<file path="src/rtl/core/cp437_pkg.sv">
// Shared types, constants and code point mapping for the CP437 glyph row generator.
package cp437_pkg;

   localparam int GLYPH_ROWS_DEF  = 16;
   localparam int GLYPH_COUNT_DEF = 256;
   localparam int ADDR_W  = 12;
   localparam int CP_W    = 21;
   localparam int COLOR_W = 32;
   localparam int ROWIDX_W = 4;
   localparam int PIX_W   = 9;

   localparam logic [7:0] EXT_LO = 8'hB0;
   localparam logic [7:0] EXT_HI = 8'hDF;

   typedef enum logic [1:0] {
      ST_IDLE,
      ST_READ,
      ST_EMIT
   } ctl_state_type;

   typedef enum logic {
      REQ_WRITE  = 1'b0,
      REQ_RENDER = 1'b1
   } req_kind_type;

   // controller to datapath
   typedef struct packed {
      logic load;     // capture render request
      logic rd;       // issue store read for current row
      logic emit;     // present row on output register
      logic next_row; // advance row counter
   } dp_cmd_type;

   // datapath to controller
   typedef struct packed {
      logic at_last;  // row counter on final row
   } dp_sts_type;

   typedef struct packed {
      logic       repl;   // use built-in replacement glyph
      logic [7:0] glyph;
   } glyph_map_type;

   function automatic logic [7:0] repl_row(input logic [4:0] y);
      logic [7:0] r;
      case (y)
         5'd1:  r = 8'b00010000;
         5'd2:  r = 8'b00111000;
         5'd3:  r = 8'b01000100;
         5'd4:  r = 8'b10111010;
         5'd5:  r = 8'b10111010;
         5'd6:  r = 8'b11110110;
         5'd7:  r = 8'b11101110;
         5'd8:  r = 8'b11101110;
         5'd9:  r = 8'b11111110;
         5'd10: r = 8'b01101100;
         5'd11: r = 8'b00101000;
         5'd12: r = 8'b00010000;
         default: r = 8'h00;
      endcase
      return r;
   endfunction

   function automatic glyph_map_type map_code(input logic [CP_W-1:0] cp);
      glyph_map_type m;
      m.repl  = 1'b0;
      m.glyph = cp[7:0];
      case (cp)
         21'h263A: m.glyph = 8'd1;   21'h263B: m.glyph = 8'd2;
         21'h2665: m.glyph = 8'd3;   21'h2666: m.glyph = 8'd4;
         21'h2663: m.glyph = 8'd5;   21'h2660: m.glyph = 8'd6;
         21'h2022: m.glyph = 8'd7;   21'h25D8: m.glyph = 8'd8;
         21'h25CB: m.glyph = 8'd9;   21'h25D9: m.glyph = 8'd10;
         21'h2642: m.glyph = 8'd11;  21'h2640: m.glyph = 8'd12;
         21'h266A: m.glyph = 8'd13;  21'h266C: m.glyph = 8'd14;
         21'h263C: m.glyph = 8'd15;  21'h25BA: m.glyph = 8'd16;
         21'h25C4: m.glyph = 8'd17;  21'h2195: m.glyph = 8'd18;
         21'h203C: m.glyph = 8'd19;  21'h00B6: m.glyph = 8'd20;
         21'h00A7: m.glyph = 8'd21;  21'h25AC: m.glyph = 8'd22;
         21'h21A8: m.glyph = 8'd23;  21'h2191: m.glyph = 8'd24;
         21'h2193: m.glyph = 8'd25;  21'h2192: m.glyph = 8'd26;
         21'h2190: m.glyph = 8'd27;  21'h221F: m.glyph = 8'd28;
         21'h2194: m.glyph = 8'd29;  21'h25B2: m.glyph = 8'd30;
         21'h25BC: m.glyph = 8'd31;  21'h2302: m.glyph = 8'd127;
         21'h00C7: m.glyph = 8'd128; 21'h00FC: m.glyph = 8'd129;
         21'h00E9: m.glyph = 8'd130; 21'h00E2: m.glyph = 8'd131;
         21'h00E4: m.glyph = 8'd132; 21'h00E0: m.glyph = 8'd133;
         21'h00E5: m.glyph = 8'd134; 21'h00E7: m.glyph = 8'd135;
         21'h00EA: m.glyph = 8'd136; 21'h00EB: m.glyph = 8'd137;
         21'h00E8: m.glyph = 8'd138; 21'h00EF: m.glyph = 8'd139;
         21'h00EE: m.glyph = 8'd140; 21'h00EC: m.glyph = 8'd141;
         21'h00C4: m.glyph = 8'd142; 21'h00C5: m.glyph = 8'd143;
         21'h00C9: m.glyph = 8'd144; 21'h00E6: m.glyph = 8'd145;
         21'h00C6: m.glyph = 8'd146; 21'h00F4: m.glyph = 8'd147;
         21'h00F6: m.glyph = 8'd148; 21'h00F2: m.glyph = 8'd149;
         21'h00FB: m.glyph = 8'd150; 21'h00F9: m.glyph = 8'd151;
         21'h00FF: m.glyph = 8'd152; 21'h00D6: m.glyph = 8'd153;
         21'h00DC: m.glyph = 8'd154; 21'h00A2: m.glyph = 8'd155;
         21'h00A3: m.glyph = 8'd156; 21'h00A5: m.glyph = 8'd157;
         21'h20A7: m.glyph = 8'd158; 21'h0192: m.glyph = 8'd159;
         21'h00E1: m.glyph = 8'd160; 21'h00ED: m.glyph = 8'd161;
         21'h00F3: m.glyph = 8'd162; 21'h00FA: m.glyph = 8'd163;
         21'h00F1: m.glyph = 8'd164; 21'h00D1: m.glyph = 8'd165;
         21'h00AA: m.glyph = 8'd166; 21'h00BA: m.glyph = 8'd167;
         21'h00BF: m.glyph = 8'd168; 21'h2310: m.glyph = 8'd169;
         21'h00AC: m.glyph = 8'd170; 21'h00BD: m.glyph = 8'd171;
         21'h00BC: m.glyph = 8'd172; 21'h00A1: m.glyph = 8'd173;
         21'h00AB: m.glyph = 8'd174; 21'h00BB: m.glyph = 8'd175;
         21'h2591: m.glyph = 8'd176; 21'h2592: m.glyph = 8'd177;
         21'h2593: m.glyph = 8'd178; 21'h2502: m.glyph = 8'd179;
         21'h2524: m.glyph = 8'd180; 21'h2561: m.glyph = 8'd181;
         21'h2562: m.glyph = 8'd182; 21'h2556: m.glyph = 8'd183;
         21'h2555: m.glyph = 8'd184; 21'h2563: m.glyph = 8'd185;
         21'h2551: m.glyph = 8'd186; 21'h2557: m.glyph = 8'd187;
         21'h255D: m.glyph = 8'd188; 21'h255C: m.glyph = 8'd189;
         21'h255B: m.glyph = 8'd190; 21'h2510: m.glyph = 8'd191;
         21'h2514: m.glyph = 8'd192; 21'h2534: m.glyph = 8'd193;
         21'h252C: m.glyph = 8'd194; 21'h251C: m.glyph = 8'd195;
         21'h2500: m.glyph = 8'd196; 21'h253C: m.glyph = 8'd197;
         21'h255E: m.glyph = 8'd198; 21'h255F: m.glyph = 8'd199;
         21'h255A: m.glyph = 8'd200; 21'h2554: m.glyph = 8'd201;
         21'h2569: m.glyph = 8'd202; 21'h2566: m.glyph = 8'd203;
         21'h2560: m.glyph = 8'd204; 21'h2550: m.glyph = 8'd205;
         21'h256C: m.glyph = 8'd206; 21'h2567: m.glyph = 8'd207;
         21'h2568: m.glyph = 8'd208; 21'h2564: m.glyph = 8'd209;
         21'h2565: m.glyph = 8'd210; 21'h2559: m.glyph = 8'd211;
         21'h2558: m.glyph = 8'd212; 21'h2552: m.glyph = 8'd213;
         21'h2553: m.glyph = 8'd214; 21'h256B: m.glyph = 8'd215;
         21'h256A: m.glyph = 8'd216; 21'h2518: m.glyph = 8'd217;
         21'h250C: m.glyph = 8'd218; 21'h2588: m.glyph = 8'd219;
         21'h2584: m.glyph = 8'd220; 21'h258C: m.glyph = 8'd221;
         21'h2590: m.glyph = 8'd222; 21'h2580: m.glyph = 8'd223;
         21'h03B1: m.glyph = 8'd224; 21'h00DF: m.glyph = 8'd225;
         21'h03B2: m.glyph = 8'd225; 21'h0393: m.glyph = 8'd226;
         21'h03C0: m.glyph = 8'd227; 21'h03A3: m.glyph = 8'd228;
         21'h2211: m.glyph = 8'd228; 21'h03C3: m.glyph = 8'd229;
         21'h00B5: m.glyph = 8'd230; 21'h03C4: m.glyph = 8'd231;
         21'h03A6: m.glyph = 8'd232; 21'h0398: m.glyph = 8'd233;
         21'h03A9: m.glyph = 8'd234; 21'h03B4: m.glyph = 8'd235;
         21'h00F0: m.glyph = 8'd235; 21'h2202: m.glyph = 8'd235;
         21'h221E: m.glyph = 8'd236; 21'h03C6: m.glyph = 8'd237;
         21'h2205: m.glyph = 8'd237; 21'h03D5: m.glyph = 8'd237;
         21'h2300: m.glyph = 8'd237; 21'h00F8: m.glyph = 8'd237;
         21'h00D8: m.glyph = 8'd237; 21'h03B5: m.glyph = 8'd238;
         21'h2208: m.glyph = 8'd238; 21'h20AC: m.glyph = 8'd238;
         21'h2229: m.glyph = 8'd239; 21'h2261: m.glyph = 8'd240;
         21'h00B1: m.glyph = 8'd241; 21'h2265: m.glyph = 8'd242;
         21'h2264: m.glyph = 8'd243; 21'h2320: m.glyph = 8'd244;
         21'h2321: m.glyph = 8'd245; 21'h00F7: m.glyph = 8'd246;
         21'h2248: m.glyph = 8'd247; 21'h00B0: m.glyph = 8'd248;
         21'h2219: m.glyph = 8'd249; 21'h00B7: m.glyph = 8'd250;
         21'h221A: m.glyph = 8'd251; 21'h207F: m.glyph = 8'd252;
         21'h00B2: m.glyph = 8'd253; 21'h25A0: m.glyph = 8'd254;
         default: begin
            // printable ASCII and other Latin-1 map to themselves
            m.repl = (cp > 21'd255);
         end
      endcase
      return m;
   endfunction

endpackage

</file>
<file path="src/rtl/core/cp437_ctl.sv">
// Controller state machine for the CP437 glyph row generator.
module cp437_ctl
   import cp437_pkg::*;
(
   input  logic       clock,
   input  logic       reset,
   input  logic       render_go,
   input  logic       out_taken,
   input  dp_sts_type sts,
   output dp_cmd_type cmd,
   output logic       busy,
   output logic       out_valid
);

   ctl_state_type state_ff, state_in;

   always_ff @(posedge clock) begin
      if (reset) begin
         state_ff <= ST_IDLE;
      end else begin
         state_ff <= state_in;
      end
   end

   always_comb begin
      state_in = state_ff;
      cmd      = '0;
      busy     = 1'b1;
      out_valid = 1'b0;
      case (state_ff)
         ST_IDLE: begin
            busy = 1'b0;
            if (render_go) begin
               cmd.load = 1'b1;
               state_in = ST_READ;
            end
         end
         ST_READ: begin
            cmd.rd   = 1'b1;
            state_in = ST_EMIT;
         end
         ST_EMIT: begin
            out_valid = 1'b1;
            if (out_taken) begin
               if (sts.at_last) begin
                  state_in = ST_IDLE;
               end else begin
                  cmd.next_row = 1'b1;
                  cmd.rd       = 1'b1;
               end
            end
         end
         default: state_in = ST_IDLE;
      endcase
      cmd.emit = out_valid;
   end

endmodule

</file>
<file path="config.mk">
export PLATFORM = sky130hd
export DESIGN_NAME = cp437_ctl
export DESIGN_NICKNAME = d
export VERILOG_FILES = /design/src/rtl/core/cp437_pkg.sv /design/src/rtl/core/cp437_ctl.sv
export SDC_FILE = /design/constraint.sdc
export NUM_CORES = 1
export LEC_CHECK = 0
export BUFFER_PORTS_ARGS = -buffer_cell sky130_fd_sc_hd__buf_2
export CAP_MARGIN = 20
export CORE_AREA = 5 5 42 44
export CTS_BUF_LIST = sky130_fd_sc_hd__clkbuf_4
export DETAILED_ROUTE_END_ITERATION = 8
export DIE_AREA = 0 0 47 49
export HOLD_SLACK_MARGIN = 0.06
export SYNTH_ARGS = -nofsm -noshare
export SYNTH_HDL_FRONTEND = slang
export SYNTH_SLANG_ARGS = --single-unit
</file>
<file path="constraint.sdc">
create_clock -name clock -period 1.25 [get_ports clock]
set_input_delay 0.125 -clock clock [delete_from_list [all_inputs] [get_ports clock]]
set_output_delay 0.125 -clock clock [all_outputs]
set_load 0.02 [all_outputs]
</file>
==> impl_summary.md <==
Clock network
The clock-pin slew of the registers on the worst-case setup and hold paths is roughly 0.030 ns. The insertion delay to the later sink of the worst-skew pair is 0.22 ns. The total clock buffers created by CTS is 3.

The number of hold buffers added after CTS is 0. TritonCTS built the clock tree. No sink is reached through more buffers than the 2 on the longest clock path. The number of sinks on the clock net is 2. The cell chosen for the clock root is clkbuf_4. In this run the number of H-tree levels came out at 1.

Finish
The number of flip-flops under the largest register name is 2. The net count of the finished layout is 55. The repair_antennas step left the layout with diodes totalling 0. With fillers left out, the area of the finished cells amounts to 424 um2. The top register by number of flip-flops is state_ff.

Of the cells placed in the final design, the portion with a size suffix greater than 1 is between 60% and 70%. The layout overhead on the synthesized area is 105%. In the final layout, the registers with the most flip-flops are state_ff: 2 flops.

Worst setup path
Walking the worst path, the cells encountered are inv_4, ha_4, and3_4, o21a_1, buf_6. The largest incremental delay on the critical path is 0.34 ns. Along the worst path, the maximum fanout reaches 3. Together, buffers and inverters on the worst path number 2. The critical path arrival is 1.21 ns. The critical path is of the flip-flop to primary output type.

On the critical path the largest part of the delay comes from flip-flops. The required time of the critical path is 1.12 ns. STA classifies the critical path startpoint as a flip-flop. The worst setup path is captured at a primary output. Among all stages on the critical path, the largest delay is contributed by dfxtp_2.

Timing
Subtracting the final worst setup slack from the clock period gives 1.33 ns. The worst pin sits at a relative slew slack of 82.6%. After layout, the worst setup slack is -0.0807 ns. The transition time at the pin with the least slew margin is 0.261 ns. The final cycle utilization of the critical path is 106%. Timing would allow up to 752 MHz.

The minimum hold slack is 0.200 ns. Setup repair after global routing could not meet its margin everywhere. Setup violations remaining at the end of the flow were counted as 5.

The max-slew violation count is 0. The maximum clock skew at final layout is 0.00211 ns. The final hold violation count is 0.

Power
The share of power burned in registers is 14.5%. Of the total power, combinational logic draws a little over two thirds. The clock share of power is about 16%. The peak supply drop is 805 uV. The reported net switching power is 0.371 mW. The fraction of power spent switching nets is 40.6%.

The internal power of the cells totals 0.544 mW. For this design the static power due to leakage is 0.212 nW. Power spread over the standard cell area amounts to 2160 mW/mm2.

Outcome
The run finished, with violations left. The final reports fail on negative setup slack.

Detailed routing
The total DRC errors in the routed layout is 0. After detailed routing, the average wire length per cell comes to 9.10 um. Using the TritonRoute via totals, the vias-per-cell ratio works out to between 3 and 4. In this run the remaining antenna-violating nets after routing total 0. The first TritonRoute pass finished after 4 iterations. The wire length after detailed routing is 537 um. The total via count after detailed routing is 225. The first routing iteration left 3 violations.

Global route
The via count of the first global-routing pass came to ~230. The global routing usage on met3 is 5.54%. After global routing the overflow that remains totals 0. The global routing usage summed across all routing layers is 6.05%. The maximum number of pins on one net before global-route repair is 5. The first-pass GRT wire length is 952 um. The global routing's busiest layer is met2.

The global-route track usage on met2 is around 8.6%. The initial antenna violation count is 0. For met1 alone, demand over resource in global routing was 5.91%.

Logic synthesis
Synthesis inferred 2 register bits. When the netlist entered floorplanning its net count stood at 34. During synthesis, Yosys emitted a total of 0 warnings. The average size of a mapped cell is 8.60 um2. The post-synthesis cell type count is 10.

The cell area that synthesis handed to floorplanning was 206 um2. The fraction of the yosys area taken by sequential cells is 19.4%. Counting every instance in the synthesized netlist gives 24.

Worst hold path
The tightest min-delay check is of the input pin to flip-flop type.

Floorplan
The cell row count is 14. The floorplan die height is between 40 and 50 um. Once the floorplan was initialized, standard cells occupied 14.7% of the core. The die area is 0.00230 mm2.

11 I/O pins were placed. In this run the horizontal extent of the chip is around 47 um. The area inside the core boundary is between 0.001 and 0.0015 mm2.

Placement
Routability-driven placement finished with a final weighted congestion of 0.628. The placed instance area is 309 um2. The quantity of I/O buffers inserted on ports is 10.

Flow run
The max-capacitance violation count is 0.
## worst paths after layout
kind	cells past startpoint	slack, ns	startpoint	endpoint
worst max-delay path	5	-0.08	state_ff[0]	cmd[2]
worst min-delay path	3	0.20	reset	state_ff[1]
worst max register to register	6	-0.07	state_ff[0]	state_ff[0]
worst min register to register	3	0.63	state_ff[0]	state_ff[0]
## final cells by class
class / count / area (um2)
Fill cell: 152 / 977
Multi-Input combinational cell: 15 / 180
Timing Repair Buffer: 17 / 131
Sequential cell: 2 / 45.0
Inverter: 6 / 25.0
Clock buffer: 3 / 22.5
Tap cell: 16 / 20.0
## metrics by stage
| stage | utilization (%) | setup WS, ns | std cells | setup TNS (ns) | power, mW |
|---|---|---|---|---|---|
| after detailed placement | 22.1 | -0.0282 | 53 | -0.0371 | 0.587 |
| after global routing | 30.3 | -0.189 | 59 | -0.641 | 1.01 |
| after floorplan | - | -0.0354 | 24 | -0.0708 | 0.413 |
| after global placement | 22.1 | -0.0344 | 53 | -0.0400 | 0.588 |
| after CTS | 28.2 | -0.0899 | 58 | -0.207 | 0.859 |
| final | 30.3 | -0.0807 | 59 | -0.210 | 0.915 |
## synth_stat cells (all sizes together)
cell / instances / area [um2]
inv: 6 / 22.5
ha: 5 / 62.6
nand2b: 4 / 25.0
dfxtp: 2 / 40.0
mux2i: 2 / 20.0
a222oi: 1 / 10.0
and3: 1 / 7.51
buf: 1 / 7.51
nor2: 1 / 3.75
o21a: 1 / 7.51
## power by group through the flow
stage	Clock (mW)	Sequential [mW]	Combinational, mW
global placement	0	0.121	0.467
global route	0.165	0.136	0.711
CTS	0.153	0.125	0.581
finish	0.143	0.133	0.639
detailed placement	0	0.121	0.466
floorplan	0	0.121	0.293
## cell usage in the layout, fill, tap and decap left out
cell type / Yosys / final
and3_4: 0 / 1
o21a_1: 1 / 1
buf_2: 0 / 6
inv_4: 0 / 1
ha_2: 0 / 1
ha_1: 5 / 1
mux2i_1: 2 / 2
dfxtp_2: 0 / 1
dfxtp_4: 0 / 1
buf_6: 0 / 5
inv_1: 6 / 4
buf_4: 1 / 6
nand2b_1: 4 / 4
nor2_1: 1 / 1
clkbuf_4: 0 / 3
a222oi_1: 1 / 1
ha_4: 0 / 3
inv_2: 0 / 1
## worst min-delay path, stage by stage
cell,delay [ns]
buf_2,0.10
nand2b_1,0.10
mux2i_1,0.05
## layer usage
layer | up-vias | share of wire, % | wire length [um]
li1 | 113 | - | -
met1 | 101 | 42 | 226
met2 | 11 | 43 | 229
met3 | 0 | 15 | 81
met4 | 0 | 0 | 0
met5 | - | 0 | 0
## logic make-up (layout without fill, tap and decap cells)
logic type,count (synthesis),after routing,share of synthesized area [%]
AOI/OAI and AO/OA,2,2,8.49
adders and majority gates,5,5,30.3
DFF,2,2,19.4
and+or+nand+nor,6,6,17.6
buffers and inverters,7,26,14.5
muxes,2,2,9.70
## what timing repair did
item,4_1_cts,5_1_grt
pin swaps,3,3
hold endpoints to repair,0,0
endpoints found under the setup margin,4,5
buffers inserted,2,1
gates resized for setup,9,7
gates cloned,0,0
Power figures use the tool's default switching activity.
